$ cat src/hdl/mfl_pkg.sv
// Shared types, codes and constants for the max-flow level-graph engine.
// No dependencies; mfl_dp, mfl_ctrl and the top level in hdl/ import this package.
package mfl_pkg;

   // default sizes, handed to the top level as parameter defaults
   localparam int NODES_DEF    = 64;
   localparam int MAX_ARCS_DEF = 8192;

   // fixed field widths
   localparam int NODE_W  = 6;
   localparam int CAP_W   = 30;
   localparam int RES_W   = 31;
   localparam int FLOW_W  = 36;
   localparam int REQ_W   = 48;
   localparam int RSP_W   = 40;
   localparam int CSR_IDX_W = 1;

   // push limit of one augmentation phase
   localparam logic [CAP_W-1:0] PUSH_LIMIT = 30'd1000000000;

   // request actions
   typedef enum logic [1:0] {
      ACT_CLEAR = 2'd0,
      ACT_ADD   = 2'd1,
      ACT_SOLVE = 2'd2
   } mfl_act_type;

   // configuration register indexes
   typedef enum logic [CSR_IDX_W-1:0] {
      CSR_SOURCE = 1'd0,
      CSR_SINK   = 1'd1
   } mfl_csr_type;

   // controller states
   typedef enum logic [5:0] {
      S_RST, S_IDLE, S_DISPATCH, S_CLR,
      S_ADD_RD1, S_ADD_WR1, S_ADD_RD2, S_ADD_WR2,
      S_LVL_CLR, S_BFS_SEED, S_BFS_POP, S_BFS_U, S_BFS_U2,
      S_BFS_ARC, S_BFS_LAT, S_BFS_CHK, S_SNK_CHK,
      S_CP_RD, S_CP_WR, S_AUG_START, S_AUG_TOP, S_CUR_LAT,
      S_SCAN, S_SCAN_LAT, S_SCAN_CHK, S_DEAD, S_BACK, S_BACK_U,
      S_MIN_RD, S_MIN_S, S_MIN_C, S_UPD_RD, S_UPD_S, S_UPD_A, S_UPD_B,
      S_PHASE_END, S_DONE
   } mfl_state_type;

   // datapath micro-operations
   typedef enum logic [5:0] {
      OP_NONE, OP_ACCEPT, OP_CLR, OP_ADD_ERR,
      OP_ADD_RD1, OP_ADD_WR1, OP_ADD_RD2, OP_ADD_WR2,
      OP_LVL_CLR, OP_BFS_SEED, OP_BFS_POP, OP_BFS_U, OP_BFS_U2,
      OP_ARC_RD, OP_ARC_LAT, OP_BFS_TAKE, OP_NEXT_ARC, OP_SNK_RD,
      OP_CP_RD, OP_CP_WR, OP_AUG_START, OP_CUR_RD, OP_CUR_LAT,
      OP_CUR_NIL, OP_ADVANCE, OP_PRUNE, OP_BACK, OP_BACK_U,
      OP_PATH, OP_STK_RD, OP_RES_RD, OP_MIN, OP_UPD_START,
      OP_UPD_A, OP_UPD_B, OP_PUSH, OP_PHASE_END, OP_RESP
   } mfl_op_type;

   typedef struct packed {
      mfl_op_type op;
   } mfl_cmd_type;

   typedef struct packed {
      mfl_act_type act;
      logic add_ok;
      logic solve_ok;
      logic sweep_last;
      logic q_nonempty;
      logic e_nil;
      logic bfs_take;
      logic snk_reached;
      logic push_done;
      logic at_sink;
      logic arc_ok;
      logic depth_full;
      logic depth_zero;
      logic i_lt_depth;
      logic out_free;
   } mfl_status_type;

endpackage

$ cat src/hdl/mfl_ctrl.sv
// Controller of the max-flow engine: sequences clear, arc insertion and the
// level search / augmentation phases. Depends on mfl_pkg.
module mfl_ctrl (
   input  logic                    clock,
   input  logic                    reset,
   input  logic                    req_tvalid,
   output logic                    req_tready,
   input  mfl_pkg::mfl_status_type status,
   output mfl_pkg::mfl_cmd_type    cmd
);
   import mfl_pkg::*;

   mfl_state_type state_ff, state_in;

   always_ff @(posedge clock) begin
      if (reset) begin
         state_ff <= S_RST;
      end else begin
         state_ff <= state_in;
      end
   end

   // next state
   always_comb begin
      state_in = state_ff;
      unique case (state_ff)
         S_RST:       if (status.sweep_last) state_in = S_IDLE;
         S_IDLE:      if (req_tvalid) state_in = S_DISPATCH;
         S_DISPATCH: begin
            case (status.act)
               ACT_CLEAR: state_in = S_CLR;
               ACT_ADD:   state_in = status.add_ok ? S_ADD_RD1 : S_DONE;
               ACT_SOLVE: state_in = status.solve_ok ? S_LVL_CLR : S_DONE;
               default:   state_in = S_DONE;
            endcase
         end
         S_CLR:       if (status.sweep_last) state_in = S_DONE;
         S_ADD_RD1:   state_in = S_ADD_WR1;
         S_ADD_WR1:   state_in = S_ADD_RD2;
         S_ADD_RD2:   state_in = S_ADD_WR2;
         S_ADD_WR2:   state_in = S_DONE;
         S_LVL_CLR:   if (status.sweep_last) state_in = S_BFS_SEED;
         S_BFS_SEED:  state_in = S_BFS_POP;
         S_BFS_POP:   state_in = status.q_nonempty ? S_BFS_U : S_SNK_CHK;
         S_BFS_U:     state_in = S_BFS_U2;
         S_BFS_U2:    state_in = S_BFS_ARC;
         S_BFS_ARC:   state_in = status.e_nil ? S_BFS_POP : S_BFS_LAT;
         S_BFS_LAT:   state_in = S_BFS_CHK;
         S_BFS_CHK:   state_in = S_BFS_ARC;
         S_SNK_CHK:   state_in = status.snk_reached ? S_CP_RD : S_DONE;
         S_CP_RD:     state_in = S_CP_WR;
         S_CP_WR:     state_in = status.sweep_last ? S_AUG_START : S_CP_RD;
         S_AUG_START: state_in = S_AUG_TOP;
         S_AUG_TOP: begin
            if (status.push_done)    state_in = S_PHASE_END;
            else if (status.at_sink) state_in = S_MIN_RD;
            else                     state_in = S_CUR_LAT;
         end
         S_CUR_LAT:   state_in = S_SCAN;
         S_SCAN:      state_in = status.e_nil ? S_DEAD : S_SCAN_LAT;
         S_SCAN_LAT:  state_in = S_SCAN_CHK;
         S_SCAN_CHK: begin
            if (!status.arc_ok)        state_in = S_SCAN;
            else if (status.depth_full) state_in = S_PHASE_END;
            else                       state_in = S_AUG_TOP;
         end
         S_DEAD:      state_in = status.depth_zero ? S_PHASE_END : S_BACK;
         S_BACK:      state_in = S_BACK_U;
         S_BACK_U:    state_in = S_AUG_TOP;
         S_MIN_RD:    state_in = status.i_lt_depth ? S_MIN_S : S_UPD_RD;
         S_MIN_S:     state_in = S_MIN_C;
         S_MIN_C:     state_in = S_MIN_RD;
         S_UPD_RD:    state_in = status.i_lt_depth ? S_UPD_S : S_AUG_TOP;
         S_UPD_S:     state_in = S_UPD_A;
         S_UPD_A:     state_in = S_UPD_B;
         S_UPD_B:     state_in = S_UPD_RD;
         S_PHASE_END: state_in = S_LVL_CLR;
         S_DONE:      if (status.out_free) state_in = S_IDLE;
         default:     state_in = S_RST;
      endcase
   end

   // command outputs
   always_comb begin
      cmd.op = OP_NONE;
      req_tready = 1'b0;
      unique case (state_ff)
         S_RST:       cmd.op = OP_CLR;
         S_IDLE: begin
            req_tready = 1'b1;
            if (req_tvalid) cmd.op = OP_ACCEPT;
         end
         S_DISPATCH:  if (status.act == ACT_ADD && !status.add_ok) cmd.op = OP_ADD_ERR;
         S_CLR:       cmd.op = OP_CLR;
         S_ADD_RD1:   cmd.op = OP_ADD_RD1;
         S_ADD_WR1:   cmd.op = OP_ADD_WR1;
         S_ADD_RD2:   cmd.op = OP_ADD_RD2;
         S_ADD_WR2:   cmd.op = OP_ADD_WR2;
         S_LVL_CLR:   cmd.op = OP_LVL_CLR;
         S_BFS_SEED:  cmd.op = OP_BFS_SEED;
         S_BFS_POP:   cmd.op = status.q_nonempty ? OP_BFS_POP : OP_SNK_RD;
         S_BFS_U:     cmd.op = OP_BFS_U;
         S_BFS_U2:    cmd.op = OP_BFS_U2;
         S_BFS_ARC:   if (!status.e_nil) cmd.op = OP_ARC_RD;
         S_BFS_LAT:   cmd.op = OP_ARC_LAT;
         S_BFS_CHK:   cmd.op = status.bfs_take ? OP_BFS_TAKE : OP_NEXT_ARC;
         S_SNK_CHK:   cmd.op = OP_NONE;
         S_CP_RD:     cmd.op = OP_CP_RD;
         S_CP_WR:     cmd.op = OP_CP_WR;
         S_AUG_START: cmd.op = OP_AUG_START;
         S_AUG_TOP: begin
            if (status.push_done)    cmd.op = OP_NONE;
            else if (status.at_sink) cmd.op = OP_PATH;
            else                     cmd.op = OP_CUR_RD;
         end
         S_CUR_LAT:   cmd.op = OP_CUR_LAT;
         S_SCAN:      cmd.op = status.e_nil ? OP_CUR_NIL : OP_ARC_RD;
         S_SCAN_LAT:  cmd.op = OP_ARC_LAT;
         S_SCAN_CHK: begin
            if (!status.arc_ok)         cmd.op = OP_NEXT_ARC;
            else if (!status.depth_full) cmd.op = OP_ADVANCE;
         end
         S_DEAD:      if (!status.depth_zero) cmd.op = OP_PRUNE;
         S_BACK:      cmd.op = OP_BACK;
         S_BACK_U:    cmd.op = OP_BACK_U;
         S_MIN_RD:    cmd.op = status.i_lt_depth ? OP_STK_RD : OP_UPD_START;
         S_MIN_S:     cmd.op = OP_RES_RD;
         S_MIN_C:     cmd.op = OP_MIN;
         S_UPD_RD:    cmd.op = status.i_lt_depth ? OP_STK_RD : OP_PUSH;
         S_UPD_S:     cmd.op = OP_RES_RD;
         S_UPD_A:     cmd.op = OP_UPD_A;
         S_UPD_B:     cmd.op = OP_UPD_B;
         S_PHASE_END: cmd.op = OP_PHASE_END;
         S_DONE:      if (status.out_free) cmd.op = OP_RESP;
         default:     cmd.op = OP_NONE;
      endcase
   end

endmodule

$ cat config.mk
export PLATFORM = sky130hd
export DESIGN_NAME = mfl_ctrl
export DESIGN_NICKNAME = d
export VERILOG_FILES = /design/src/hdl/mfl_pkg.sv /design/src/hdl/mfl_ctrl.sv
export SDC_FILE = /design/constraint.sdc
export NUM_CORES = 1
export LEC_CHECK = 0
export BUFFER_PORTS_ARGS = -buffer_cell sky130_fd_sc_hd__buf_2
export CELL_PAD_IN_SITES_DETAIL_PLACEMENT = 0
export CELL_PAD_IN_SITES_GLOBAL_PLACEMENT = 1
export CORE_MARGIN = 1
export CORE_UTILIZATION = 40
export DETAILED_ROUTE_END_ITERATION = 8
export PLACE_DENSITY_LB_ADDON = 0.25
export SLEW_MARGIN = 10
export SYNTH_ARGS = -nofsm -noshare
export SYNTH_HDL_FRONTEND = slang
export SYNTH_SLANG_ARGS = --single-unit
$ cat constraint.sdc
create_clock -name clock -period 2.4 [get_ports clock]
set_clock_uncertainty 0.15 [all_clocks]
set_input_delay 0.24 -clock clock [delete_from_list [all_inputs] [get_ports clock]]
set_output_delay 0.24 -clock clock [all_outputs]
set_load 0.01 [all_outputs]
After elaboration in Yosys (flattened, before gate mapping)
Index checks and enable logic that the tools add are counted.
Cells by class
  equality and inequality tests: 43
  reduce and logical (&&, ||, !) cells: 10
  mux-type cells: 36
Operator list (number)
  $pmux W6 S35: 1
  $pmux W6 S33: 1
  $mux W6: 17
  $eq A6 B5 Y1 const B: 16
  $eq A6 B4 Y1 const B: 8
  $mux W5: 7
  $eq A6 B6 Y1 const B: 5
  $eq A6 B3 Y1 const B: 4
  $pmux W6 S3: 1
  $eq A6 B2 Y1 const B: 2
  $mux W4: 3
  $ne A2 B2 Y1 const B: 5
  $reduce_or A2 Y1: 5
  $eq A6 B1 Y1 const B: 1
  $logic_not A6 Y1: 1
  $mux W2: 3
  $reduce_and A5 Y1: 1
  $mux W3: 1
  $eq A2 B1 Y1 const B: 1
  $eq A2 B2 Y1 const B: 1
  $logic_not A2 Y1: 1
  $mux W1: 2
  $logic_and A1 B1 Y1: 1
  $logic_not A1 Y1: 1
Storage, ports and cells
  input port bits: 19
  output and inout bits: 7
  register bits: 6

Longest topological paths before layout
  word-level depth: 4
  depth in mapped cells: 8
  gate-level depth less buffers: 5

Worst setup path after synthesis
OpenSTA, ideal clock, no wires.
  kind: flip-flop to output port
  from: register state_ff[4]
  to: output cmd[1] in the netlist's numbering
  stages on the path, launching flop included: 7
  data required time: 2.010 ns
  data arrival time: 1.633 ns
  buffers on the path: 2
  slack: 0.377 ns
  path through: dfxtp_1 buf_2 and2_1 buf_6 a21o_1 a311o_1 or4_1
RTL lines
  start: declaration: line mfl_ctrl.sv:13  | mfl_state_type state_ff, state_in;
  start signal: assignment: line mfl_ctrl.sv:19  | state_ff <= state_in;
  end: declaration: line mfl_ctrl.sv:9  | output mfl_pkg::mfl_cmd_type cmd

==> out/qor.txt <==
Fmax - 421 MHz
slowest CP cell - or4b_4
largest net degree at the start of global routing - 30
worst relative slew slack - 62.9%
global-route wire length before repair - 9490 um
CP Capture Type - output pin
Synth area leaders - dfxtp_1, o21ai_0, nor2b_1
clk slew on worst S/H paths - 0.04 ns
drt pass-1 iters - 5
Synth-to-Final Area Change - 33.3%
Ys Warns - 0
fill cell count - 351
HP Class - in2reg
area of the mapped netlist - 1530 um^2
Die Ht - 63.8 um
Setup-failing EPs final - 0
Crit Path Class - reg2out
# DRC - 0
GRT overflow - 0
layout cells sized above 1 - 32.2%
Slew Viols, Final - 0
fin nets - 297
Worst-Skew Late Latency - 0.22 ns
pre-CTS WS - 0.139 ns
Power Dens Cells - 682 nW/um^2
I/O Pins - 26
Core Util, Final - 55.6%
Mapped Cells - 234
wire length on met2 - 2860 um
Detail Placement HPWL - 4860 um
total wire length - 6440 um
setup TNS - 0 ns
minimum clock period - 2.38 ns
n_diodes - 0
CP cell instances - buf_4, or4b_4, nor3_2, a2111oi_0, nand3_1, buf_2
multi-input logic area - 1340 um^2
CTS Buf Count - 3
# port buffers - 25
vias in the first global route - 1894
top-area cell type share of the netlist area - 7.86%
Worst Path Max Fanout - 10
Least-Margin Pin Slew - 0.552 ns
antenna viol nets, final - 0
Post-synth top cells - nand2_1, o21ai_0, nor2_1
Critical Path Source Type - flop
count leader, synth - nand2_1
Placement Rows - 22
total track usage - 30.2%
Yosys cell types - 64
Core Region - 3660 um^2
Worst EP arrival - 1.99 ns
Vias - 2137
EDFF count, synth - 0
Vias/cell - 6.60
antenna violations before repair - 0
final hold viol count - 0
Regs by FF count - state_ff (6)
syn avg cell area - 6.53 um^2
P_leak - 0.791 nW
Yosys top cell by area - dfxtp_1
Die ar. - 4070 um^2
Biggest register - state_ff
Worst Path Required - 2.01 ns
initial DRC count - 197
largest stage delay on the critical path - 0.57 ns
final worst-path cycle share - 99.0%
status - finished, final reports clean
Top FF cell, synth - dfxtp_1
CTS tree - yes
fraction of registers with async set/reset - 0%
clk buf depth - 2
number of synthesized register bits - 6
H-Tree Depth - 1
worst setup margin - 0.0235 ns
WL met3 - 759 um
GP Congestion - 0.994
Max IR drop VDD - 0.000385 V
Die X - 63.8 um
Initial Util - 41.7%
Reg area - 136 um^2
clock root buffer - clkbuf_8
clock sinks - 6
RSZ-0062 raised after global routing - true
met1 WL - 2570 um
max FFs per register - 6
Synthesized Nets - 253
max layer used - met4
Seq/Total Area, Yosys - 7.86%
DR WL/cell - 19.9 um
max_cap viols - 0
==> through the flow <==
stage / instances / power [mW] / hold slack, ns / cell area (um^2)
2_1_floorplan: 234 / 0.767 / 0.159 / 1530
4_1_cts: 318 / 1.30 / 0.148 / 1910
6_report: 324 / 1.39 / 0.138 / 2040
5_1_grt: 324 / 1.47 / 0.151 / 2040
3_3_place_gp: 315 / 1.14 / 0.386 / 1840
3_5_place_dp: 315 / 1.13 / 0.377 / 1840
==> report_power, final <==
part           internal [mW]  leakage (nW)  switching [mW]
Combinational          0.446         0.717           0.607
Sequential             0.129        0.0523          0.0532
Clock                  0.108        0.0216          0.0467
Total                  0.683         0.791           0.707
==> worst max-delay path: cells and delay by family (launching register included) <==
kind,cells,cell delay [ns]
buffers and inverters,2,0.30
AO/OA/AOI/OAI,1,0.11
flip-flops,1,0.38
AND/OR/NAND/NOR,3,0.96
==> worst paths after layout <==
check,to,slack (ns),cells after the start,startpoint
worst max-delay path,cmd[3],0.02,6,state_ff[0]
worst min-delay path,state_ff[3],0.14,2,reset
worst max register to register,state_ff[2],0.21,7,state_ff[3]
worst min register to register,state_ff[0],0.48,2,state_ff[0]
==> cells by family after synthesis <==
| group | synth area share (%) |
|---|---|
| compound gates | 35.6 |
| flops | 7.86 |
| mux | 0.655 |
| xor+xnor | 0.573 |
| simple gates | 46.4 |
| buf+inv | 8.85 |
==> routing by layer <==
layer  up-vias  track usage, %
met5         -               0
li1        997               -
met1       954            41.1
met4         0            13.1
met3        24            3.93
met2       162            47.3
==> final cells by class <==
class	count	area share (%)
clock buffers	3	2.03
inverters	5	0.921
multi-input cells	202	65.5
flip-flops and latches	6	6.70
well taps	48	2.95
repair buffers	60	21.9
==> cells in the final DEF (no fill, tap or decap), types with 3 or more instances in the layout <==
cell      count
buf_4        28
buf_2        25
nand2_1      23
nor2_1       18
o21ai_0      18
a21oi_1      16
nor2b_1      14
nor3_1        8
nand3_1       8
nor4_1        6
nand4_1       6
nand2b_1      5
nor3b_1       4
inv_1         4
a31oi_1       4
buf_6         4
dfxtp_4       4
o21ai_1       3
o21a_1        3
clkbuf_8      3
==> what timing repair did <==
action | 4_1_cts | 5_1_grt
setup buffers | 0 | 5
resized for setup | 9 | 20
endpoints found under the setup margin | 5 | 5
gates cloned | 0 | 1
hold buffers | 0 | 0
pin swaps | 1 | 5
(Power assumes the default switching activity.)
